`config.mk`:
```
export PLATFORM = sky130hd
export DESIGN_NAME = art_ctrl
export DESIGN_NICKNAME = d
export VERILOG_FILES = /design/src/rtl/art_pkg.sv /design/src/rtl/art_ctrl.sv
export SDC_FILE = /design/constraint.sdc
export NUM_CORES = 1
export LEC_CHECK = 0
export BUFFER_PORTS_ARGS = -buffer_cell sky130_fd_sc_hd__buf_2
export CORE_AREA = 5 5 42 44
export DETAILED_ROUTE_END_ITERATION = 7
export DIE_AREA = 0 0 47 49
export REMOVE_ABC_BUFFERS = 1
export SYNTH_ARGS = -nofsm -noshare
export SYNTH_HDL_FRONTEND = slang
export SYNTH_SLANG_ARGS = --single-unit
```
`constraint.sdc`:
```
create_clock -name clk -period 2.85 [get_ports clk]
set_input_delay 0.285 -clock clk [delete_from_list [all_inputs] [get_ports clk]]
set_output_delay 0.285 -clock clk [all_outputs]
set_load 0.1 [all_outputs]
```
`src/rtl/art_pkg.sv`:
```
// ----------------------------------------------------------------------------
// art_pkg
// Shared constants, types and a helper function for the ack range tracker.
// ----------------------------------------------------------------------------
package art_pkg;

	localparam int MaxRanges = 32;
	localparam int IdxW      = $clog2(MaxRanges);
	localparam int CntW      = 6;
	localparam int PnW       = 62;
	localparam int EncW      = 10;

	localparam logic [1:0] OP_ADD   = 2'd0;
	localparam logic [1:0] OP_PRUNE = 2'd1;
	localparam logic [1:0] OP_CLEAR = 2'd2;

	localparam logic [1:0] ST_NEW     = 2'd0;
	localparam logic [1:0] ST_EXTEND  = 2'd1;
	localparam logic [1:0] ST_COVERED = 2'd2;
	localparam logic [1:0] ST_OTHER   = 2'd3;

	// datapath commands
	typedef struct packed {
		logic load;       // capture the input item
		logic clear;      // empty the table
		logic find_step;  // lookup: test entry at find index
		logic add_apply;  // apply add decision
		logic merge_step; // merge one neighbor
		logic prune_step; // one prune step
		logic enc_init;   // start size sum
		logic enc_step;   // add one gap term
		logic enc_done;   // store the size
	} art_cmd_t;

	typedef struct packed {
		logic find_done;
		logic merge_done;
		logic prune_done;
		logic enc_last;
		logic [1:0] status;
	} art_sts_t;

	function automatic logic [3:0] vsize(input logic [PnW-1:0] v);
		if (v[PnW-1:6] == '0) return 4'd1;
		else if (v[PnW-1:14] == '0) return 4'd2;
		else if (v[PnW-1:30] == '0) return 4'd4;
		else return 4'd8;
	endfunction

endpackage

```
`src/rtl/art_ctrl.sv`:
```
// ----------------------------------------------------------------------------
// art_ctrl
// Sequencer for lookup, insert, merge, prune and size walk.
// ----------------------------------------------------------------------------
module art_ctrl (
	input  logic              clk,
	input  logic              arst_n,
	input  logic              start,
	input  logic [1:0]        opcode,
	input  art_pkg::art_sts_t sts,
	output art_pkg::art_cmd_t cmd,
	output logic              busy,
	output logic              done
);
	localparam logic [2:0] S_IDLE  = 3'd0;
	localparam logic [2:0] S_FIND  = 3'd1;
	localparam logic [2:0] S_APPLY = 3'd2;
	localparam logic [2:0] S_MERGE = 3'd3;
	localparam logic [2:0] S_EINIT = 3'd4;
	localparam logic [2:0] S_ESUM  = 3'd5;
	localparam logic [2:0] S_PRUNE = 3'd6;
	localparam logic [2:0] S_DONE  = 3'd7;

	logic [2:0] state_q, state_d;

	always_comb begin
		cmd = '0;
		state_d = state_q;
		case (state_q)
			S_IDLE: begin
				if (start) begin
					cmd.load = 1'b1;
					case (opcode)
						art_pkg::OP_ADD:   state_d = S_FIND;
						art_pkg::OP_PRUNE: state_d = S_PRUNE;
						art_pkg::OP_CLEAR: begin
							cmd.clear = 1'b1;
							state_d = S_DONE;
						end
						default: state_d = S_DONE;
					endcase
				end
			end
			S_FIND: begin
				cmd.find_step = 1'b1;
				if (sts.find_done) state_d = S_APPLY;
			end
			S_APPLY: begin
				cmd.add_apply = 1'b1;
				state_d = S_MERGE;
			end
			S_MERGE: begin
				cmd.merge_step = 1'b1;
				if (sts.merge_done) state_d = S_EINIT;
			end
			S_EINIT: begin
				cmd.enc_init = 1'b1;
				state_d = S_ESUM;
			end
			S_ESUM: begin
				cmd.enc_step = 1'b1;
				if (sts.enc_last) begin
					cmd.enc_done = 1'b1;
					state_d = S_DONE;
				end
			end
			S_PRUNE: begin
				cmd.prune_step = 1'b1;
				if (sts.prune_done) state_d = S_DONE;
			end
			S_DONE: state_d = S_IDLE;
			default: state_d = S_IDLE;
		endcase
	end

	always_ff @(posedge clk or negedge arst_n) begin
		if (!arst_n) state_q <= S_IDLE;
		else state_q <= state_d;
	end

	assign busy = (state_q != S_IDLE);
	assign done = (state_q == S_DONE);
endmodule

```
==> results of run 1 <==
[layer usage]
metal,GRT usage [%],up-vias
li1,-,181
met1,9.71,159
met2,11.3,8
met3,4.80,4
met4,5.53,0
met5,0,-
[synthesized netlist by cell type, types with 2 or more instances]
master	count	area share, %
a21oi_1	2	3.3
and3_1	2	4.1
and3b_1	2	5.8
clkbuf_1	3	3.7
dfrtp_1	3	25
nand2_1	2	2.5
nand2b_1	2	4.1
nor2_1	5	6.2
nor2b_1	2	4.1
nor3_1	2	3.3
nor3b_1	3	7.5
[worst max-delay path by stage]
stage	to	slack [ps]	from
2_1_floorplan	cmd[7]	-1190	state_q[0]
3_5_place_dp	cmd[7]	1050	state_q[0]
4_1_cts	cmd[7]	800	state_q[0]
3_3_place_gp	cmd[7]	1060	state_q[0]
5_1_grt	cmd[7]	670	state_q[0]
6_report	cmd[7]	820	state_q[0]
[final cells by class]
class                   count  area [µm²]
repair buffers             20         105
inverters                   1        3.75
flip-flops and latches      3        75.1
fillers                   159         967
multi-input cells          32         204
clock buffers               4        26.3
well taps                  16        20.0
[stage by stage]
step	cells	setup TNS, ps	setup slack, ps	util, %	cell area, µm²
6_report	76	0	824	31.0	434
5_1_grt	76	0	671	31.0	434
4_1_cts	76	0	795	31.0	434
3_5_place_dp	71	0	1050	28.4	398
3_3_place_gp	71	0	1060	28.4	398
2_1_floorplan	36	-1790	-1190	-	283
[cells by family after synthesis]
family                 share of synthesized area (%)
and+or+nand+nor                                 53.1
AOI/OAI and AO/OA                               14.5
buffers and inverters                           7.47
DFF                                             24.9
[critical path, stage by stage (launching register included)]
cell	delay, ps
dfrtp_1	500
nand2b_1	240
nor3_1	170
and3_1	170
buf_2	420
[what timing repair did]
action | in CTS | in global routing
hold endpoints to repair | 3 | 0
gates resized for setup | 0 | 0
hold buffers | 1 | 0
==> reports/metrics.cfg, run 1 <==
[timing]
timing.fmax_ghz=0.494
finalHoldViolCount=0
finalSetupViolCount=0
relSlewSlack_pct=66.6
tightestPinTransition_ps=501
period_share_pct=71.1
skew_ps=0.871
hold_ws_ps=324
rsz0062_at_grt=false
period_minus_slack_ps=2030
maxSlewViolCount=0

[detailed_routing]
detail_route.first_pass.iterations=2
vias_per_cell=4.63
antenna_left=0
drt-initial-drc-count=9
top_layer_used=met4
met1_length_um=365
wl_um=859
met3_length_um=53
routedWlPerCell_um=11.3
drc=0
vias=352
routed-wl-met2_um=413

[die]
fp.dieW_um=47
dieHeight_um=49
rows=14
dieArea_um2=2300
core_um2=1400
io_pins=22
start_util_pct=21.5

[clock_tree]
cts_buffers=3
htreeDepth=1
clkTransAtPathRegs_ps=40
clockBufferDepth=2
cts_setup_buffers=0
root_buffer=clkbuf_4
cts_sinks=3
insertion_delay_ps=240
cts_tree=yes

[global_route]
grt_pass1_wl_um=1370
grt_max_degree=20
antenna_found_initial=0
grt_util_all_layers_pct=8.39
overflow=0
grt_pass1_vias=319

[yosys]
ys.flop_type=dfrtp_1
ys_ff_latch=3
netlist_area_um2=302
async_flop_share_pct=100
synth-edff-count=0
synthCells=40
syn-mean-instance-area_um2=7.54
ys_warn_count=0
seq_area_frac_synth_pct=24.9
ys_types=23

[worst_hold_path]
min_from=sts[4]
whs_path_depth=2
worst_hold_path_type=primary input to flop
hold-path-endpoint=state_q[2]

[setup_path]
crit_fanout=15
reg2reg_depth=3
rr_startpoint=state_q[1]
critPathCaptureType=output port
path_class=flop to output port
cp.required_ps=2570
rr_endpoint=state_q[1]
critPathLaunchType=flop
crit_arrival_ps=1740
r2r_setup_slack_ps=1160

[cells_and_area]
reg_top3=state_q: 3 flops
largest_reg_flops=3
regMostFlops=state_q
final_nets=72
drive_gt1_share_pct=40.0
antenna_cells=0
final_cell_mix=buf_2 (19), nor2_1 (5), nor3b_1 (3), clkbuf_4 (3), dfrtp_1 (3)
layout_commonest_cell=buf_2
syn2layout_area_growth_pct=44.0

[place]
dp_hpwl_um=606
routabilityCongestion=0.718
numPortBuffers=19

[outcome]
outcome=complete, no violations

[run]
maxCapViolCount=0

Power of run 1 is not shown: default switching activity piles up to over one toggle a cycle in this logic, so the estimate is an artifact.
==> run 2: changes to the inputs <==
- ABC_AREA: unset -> 1
- clock period: 2.85 -> 1.9 ns (I/O delays scaled with it)
==> run 2 against run 1 <==
  * Synthesized area grew 15%
  * Cell area increased by 12%
  * Synthesized cell count increased by 40%
  * Sequential share of layout area decreased by 1.9 points
  * Non-clock buffer count is the same
  * Utilization up 3.7 points
  * Highest routed layer is now met3
  * Register-to-register slack worse by 570 ps
  * Via count rose by 9.9%
==> reports/metrics.cfg, run 2 <==
[global_route]
grt_pass1_vias=380
met3_usage_pct=0
antenna_found_initial=0
grt_max_degree=11
grt_pass1_wl_um=1410
overflow=0
grt_util_all_layers_pct=8.47
grtUsageMet2_pct=12.2
grtUsageMet1_pct=10.6
top_usage_layer=met2

[cells_and_area]
largest_reg_flops=3
reg_top3=state_q: 3 flops
fin_cells=94
final_cell_mix=buf_2 (18), nand2_1 (14), inv_1 (8)
antenna_cells=0
regMostFlops=state_q
layout_commonest_cell=buf_2
drive_gt1_share_pct=41.0
syn2layout_area_growth_pct=40.9
fill_cells=179
final_nets=90
final_util_pct=34.7

[yosys]
netlist_area_um2=345
synth_top_cell_by_area=dfrtp_1
ys_warn_count=0
synth.most_common_cell=nand2_1
ys.flop_type=dfrtp_1
ys_ff_latch=3
yosys-top-cells-count=nand2_1 (14), inv_1 (8), nor2_1 (7), nand3_1 (6), nor2_2 (5)
synth-edff-count=0
synth_top_area_share_pct=21.7
async_flop_share_pct=100
synthCells=56
ys_types=15
syn-mean-instance-area_um2=6.17
synthTopCellsByArea=dfrtp_1 (22%), nand2_1 (15%), nor2_2 (9.1%)
seq_area_frac_synth_pct=21.7

[place]
dp_hpwl_um=674
numPortBuffers=19
routabilityCongestion=0.764
place_ws_ps=379
dp.cells=89

[clock_tree]
clkTransAtPathRegs_ps=40
cts_sinks=3
root_buffer=clkbuf_4
htreeDepth=1
cts_tree=yes
clockBufferDepth=2
post_cts_resized=0
insertion_delay_ps=230
cts_buffers=3

[die]
dieArea_um2=2300
rows=14
start_util_pct=24.6
io_pins=22
core_um2=1400
dieHeight_um=49
fp.dieW_um=47

[detailed_routing]
antenna_left=0
drc=0
drt-initial-drc-count=4
wl_um=816
vias=387
routedWlPerCell_um=8.68
vias_per_cell=4.12
detail_route.first_pass.iterations=2

[timing]
finalSetupViolCount=0
skew_ps=0.846
maxSlewViolCount=0
setup_ws_ps=147
finalHoldViolCount=0
rsz0062_at_grt=false
period_share_pct=92.3
hold_ws_ps=282
tightestPinTransition_ps=486
period_minus_slack_ps=1750
relSlewSlack_pct=67.8
timing.fmax_ghz=0.571

[run]
maxCapViolCount=0

[setup_path]
crit_fanout=10
critPathLaunchType=flop
crit_arrival_ps=1560
cp.required_ps=1710
critPathCaptureType=output port
path_class=flop to output port

[worst_hold_path]
worst_hold_path_type=primary input to asynchronous set/reset pin

[outcome]
outcome=complete, no violations

## run 2: cell count changes after synthesis, sizes merged, moves of 3 or more
cell	previous run	this run
nor3b	3	0
nand2	2	16
nor2	5	12
nand3	0	6
inv	1	10
## run 2: layout make-up
class | instances | area [µm²] | area share (%)
clock buffer | 4 | 26.3 | 5.40
inverter | 10 | 37.5 | 7.71
multi-input combinational | 41 | 208 | 42.7
sequential | 3 | 75.1 | 15.4
tap | 16 | 20.0 | 4.11
timing repair buffer | 20 | 120 | 24.7
## run 2: through the flow
| stage | setup TNS, ps | area, µm² |
|---|---|---|
| finish | 0 | 487 |
| global route | 0 | 487 |
| CTS | 0 | 487 |
| detailed placement | 0 | 450 |
| global placement | 0 | 450 |
| floorplan | -5150 | 320 |
## run 2: worst paths after layout
| kind | start | to | slack (ps) | cells after the start |
|---|---|---|---|---|
| hold reg to reg | state_q[0] | state_q[0] | 670 | 2 |
| max in group asynchronous | arst_n | state_q[1] | 1510 | 2 |
| setup / recovery | state_q[1] | cmd[8] | 150 | 4 |
| min in group clk | sts[3] | state_q[2] | 280 | 4 |
| hold / removal | arst_n | state_q[0] | 280 | 2 |
| setup reg to reg | state_q[0] | state_q[1] | 590 | 7 |
## run 2: logic make-up after synthesis
family	after synthesis	synth area share [%]
simple gates	37	51.8
flops	3	21.7
buf+inv	12	18.1
xor+xnor	1	2.54
compound gates	3	5.79
## run 2: repair_timing
action / in CTS / in global routing
hold buffers: 1 / 0
setup buffers: 0 / 0
endpoints found under the hold margin: 3 / 0
## run 2: per-layer routing
metal / part of all wire, % / wire, µm
met1: 45 / 367
met2: 50 / 408
met3: 4.9 / 40
met4: 0 / 0
met5: 0 / 0
## run 2: critical path: stages (launching register included)
cell and delay, ps:
dfrtp_1 490, nor2_2 210, nand2_2 80, nor2_1 110, buf_2 440
Power of run 2 is left out for the same reason.
==> run 3: changes to the inputs <==
- CTS_BUF_LIST: unset -> sky130_fd_sc_hd__clkbuf_4 sky130_fd_sc_hd__clkbuf_8
==> run 3 against run 2 <==
  * Count of clock-buffer cells in the layout is the same
  * Non-clock buffer count is the same
  * First-iteration DRC count shrank 25%
  * Wire length shrank 0.12%
  * Register-to-register slack is essentially flat
  * Critical path depth is the same
  * Hold slack gained 1.6 ps
==> reports/metrics.cfg, run 3 (synthesis results as in run 2) <==
[setup_path]
critPathLaunchType=flop
crit_fanout=10
max_stage_delay_ps=490
cp_slowest_cell=dfrtp_1
path_class=flop to output port
crit_chain=nor2_2 > nand2_2 > nor2_1 > buf_2
rr_startpoint=state_q[0]
reg2reg_depth=7
rr_endpoint=state_q[1]
cp_top_family=flip-flops
critPathCaptureType=output port
r2r_setup_slack_ps=590
critPathBufInv=1
cp.required_ps=1710
crit_arrival_ps=1560

[clock_tree]
cts_setup_buffers=0
htreeDepth=1
root_buffer=clkbuf_4
cts_buffers=3
clkTransAtPathRegs_ps=40
insertion_delay_ps=230
clockBufferDepth=2
cts_sinks=3
cts_tree=yes

[detailed_routing]
vias=387
antenna_left=0
wl_um=815
routedWlPerCell_um=8.67
drc=0
drt-initial-drc-count=3
vias_per_cell=4.12
detail_route.first_pass.iterations=2

[cells_and_area]
reg_top3=state_q: 3 flops
fill_cells=180
antenna_cells=0
layout_commonest_cell=buf_2
final_util_pct=35.0
largest_reg_flops=3
regMostFlops=state_q
final_cell_mix=buf_2 (18), nand2_1 (14), inv_1 (8)
drive_gt1_share_pct=42.3
final_nets=90
syn2layout_area_growth_pct=42.0

[timing]
skew_ps=0.162
rsz0062_at_grt=false
relSlewSlack_pct=67.8
period_share_pct=92.2
finalSetupViolCount=0
fin_tns_setup_ps=0
hold_ws_ps=284
finalHoldViolCount=0
tightestPinTransition_ps=486
setup_ws_ps=147
period_minus_slack_ps=1750
timing.fmax_ghz=0.571
maxSlewViolCount=0

[die]
dieHeight_um=49
rows=14
dieArea_um2=2300
start_util_pct=24.6
io_pins=22
core_um2=1400
fp.dieW_um=47

[outcome]
outcome=complete, no violations

[global_route]
grt_util_all_layers_pct=8.33
grt_max_degree=11
grt_pass1_wl_um=1420
antenna_found_initial=0
grt_pass1_vias=384
overflow=0

[place]
numPortBuffers=19
place_ws_ps=379
dp_hpwl_um=674
routabilityCongestion=0.764

[worst_hold_path]
worst_hold_path_type=primary input to asynchronous set/reset pin

[run]
maxCapViolCount=0

run 3: cell counts in the layout (fill, tap and decap cells not counted):
No cell type changed its count.
run 3: metal layers:
layer	GRT usage (%)	routed length, µm	vias to the layer above
met3	0	40	0
met1	10.6	369	162
li1	-	-	218
met4	6.91	0	0
met2	12.4	406	7
met5	0	0	-
run 3: how the worst max path moves through the flow:
stage / startpoint / end / slack (ps) / cells after the start
2_1_floorplan: state_q[1] / cmd[7] / -2090 / 5
3_3_place_gp: state_q[1] / cmd[8] / 390 / 4
3_5_place_dp: state_q[1] / cmd[8] / 380 / 4
4_1_cts: state_q[1] / cmd[8] / 130 / 4
5_1_grt: state_q[1] / cmd[7] / 20 / 6
6_report: state_q[1] / cmd[8] / 150 / 4
run 3: cell type report:
cell class	instances	area (µm²)	area share, %
multi-input cells	41	208	42.3
well taps	16	20.0	4.08
repair buffers	20	120	24.5
flip-flops and latches	3	75.1	15.3
inverters	10	37.5	7.65
clock buffers	4	30.0	6.12
run 3: repair_timing:
item                                   CTS  global route
gates resized for setup                  0             0
hold buffers                             1             0
endpoints found under the hold margin    3             0
run 3: per-stage QoR:
| stage | area [µm²] | std cells |
|---|---|---|
| after floorplan | 320 | 54 |
| after global placement | 450 | 89 |
| after detailed placement | 450 | 89 |
| after CTS | 490 | 94 |
| after global routing | 490 | 94 |
| final | 490 | 94 |
Power of run 3 is left out for the same reason.
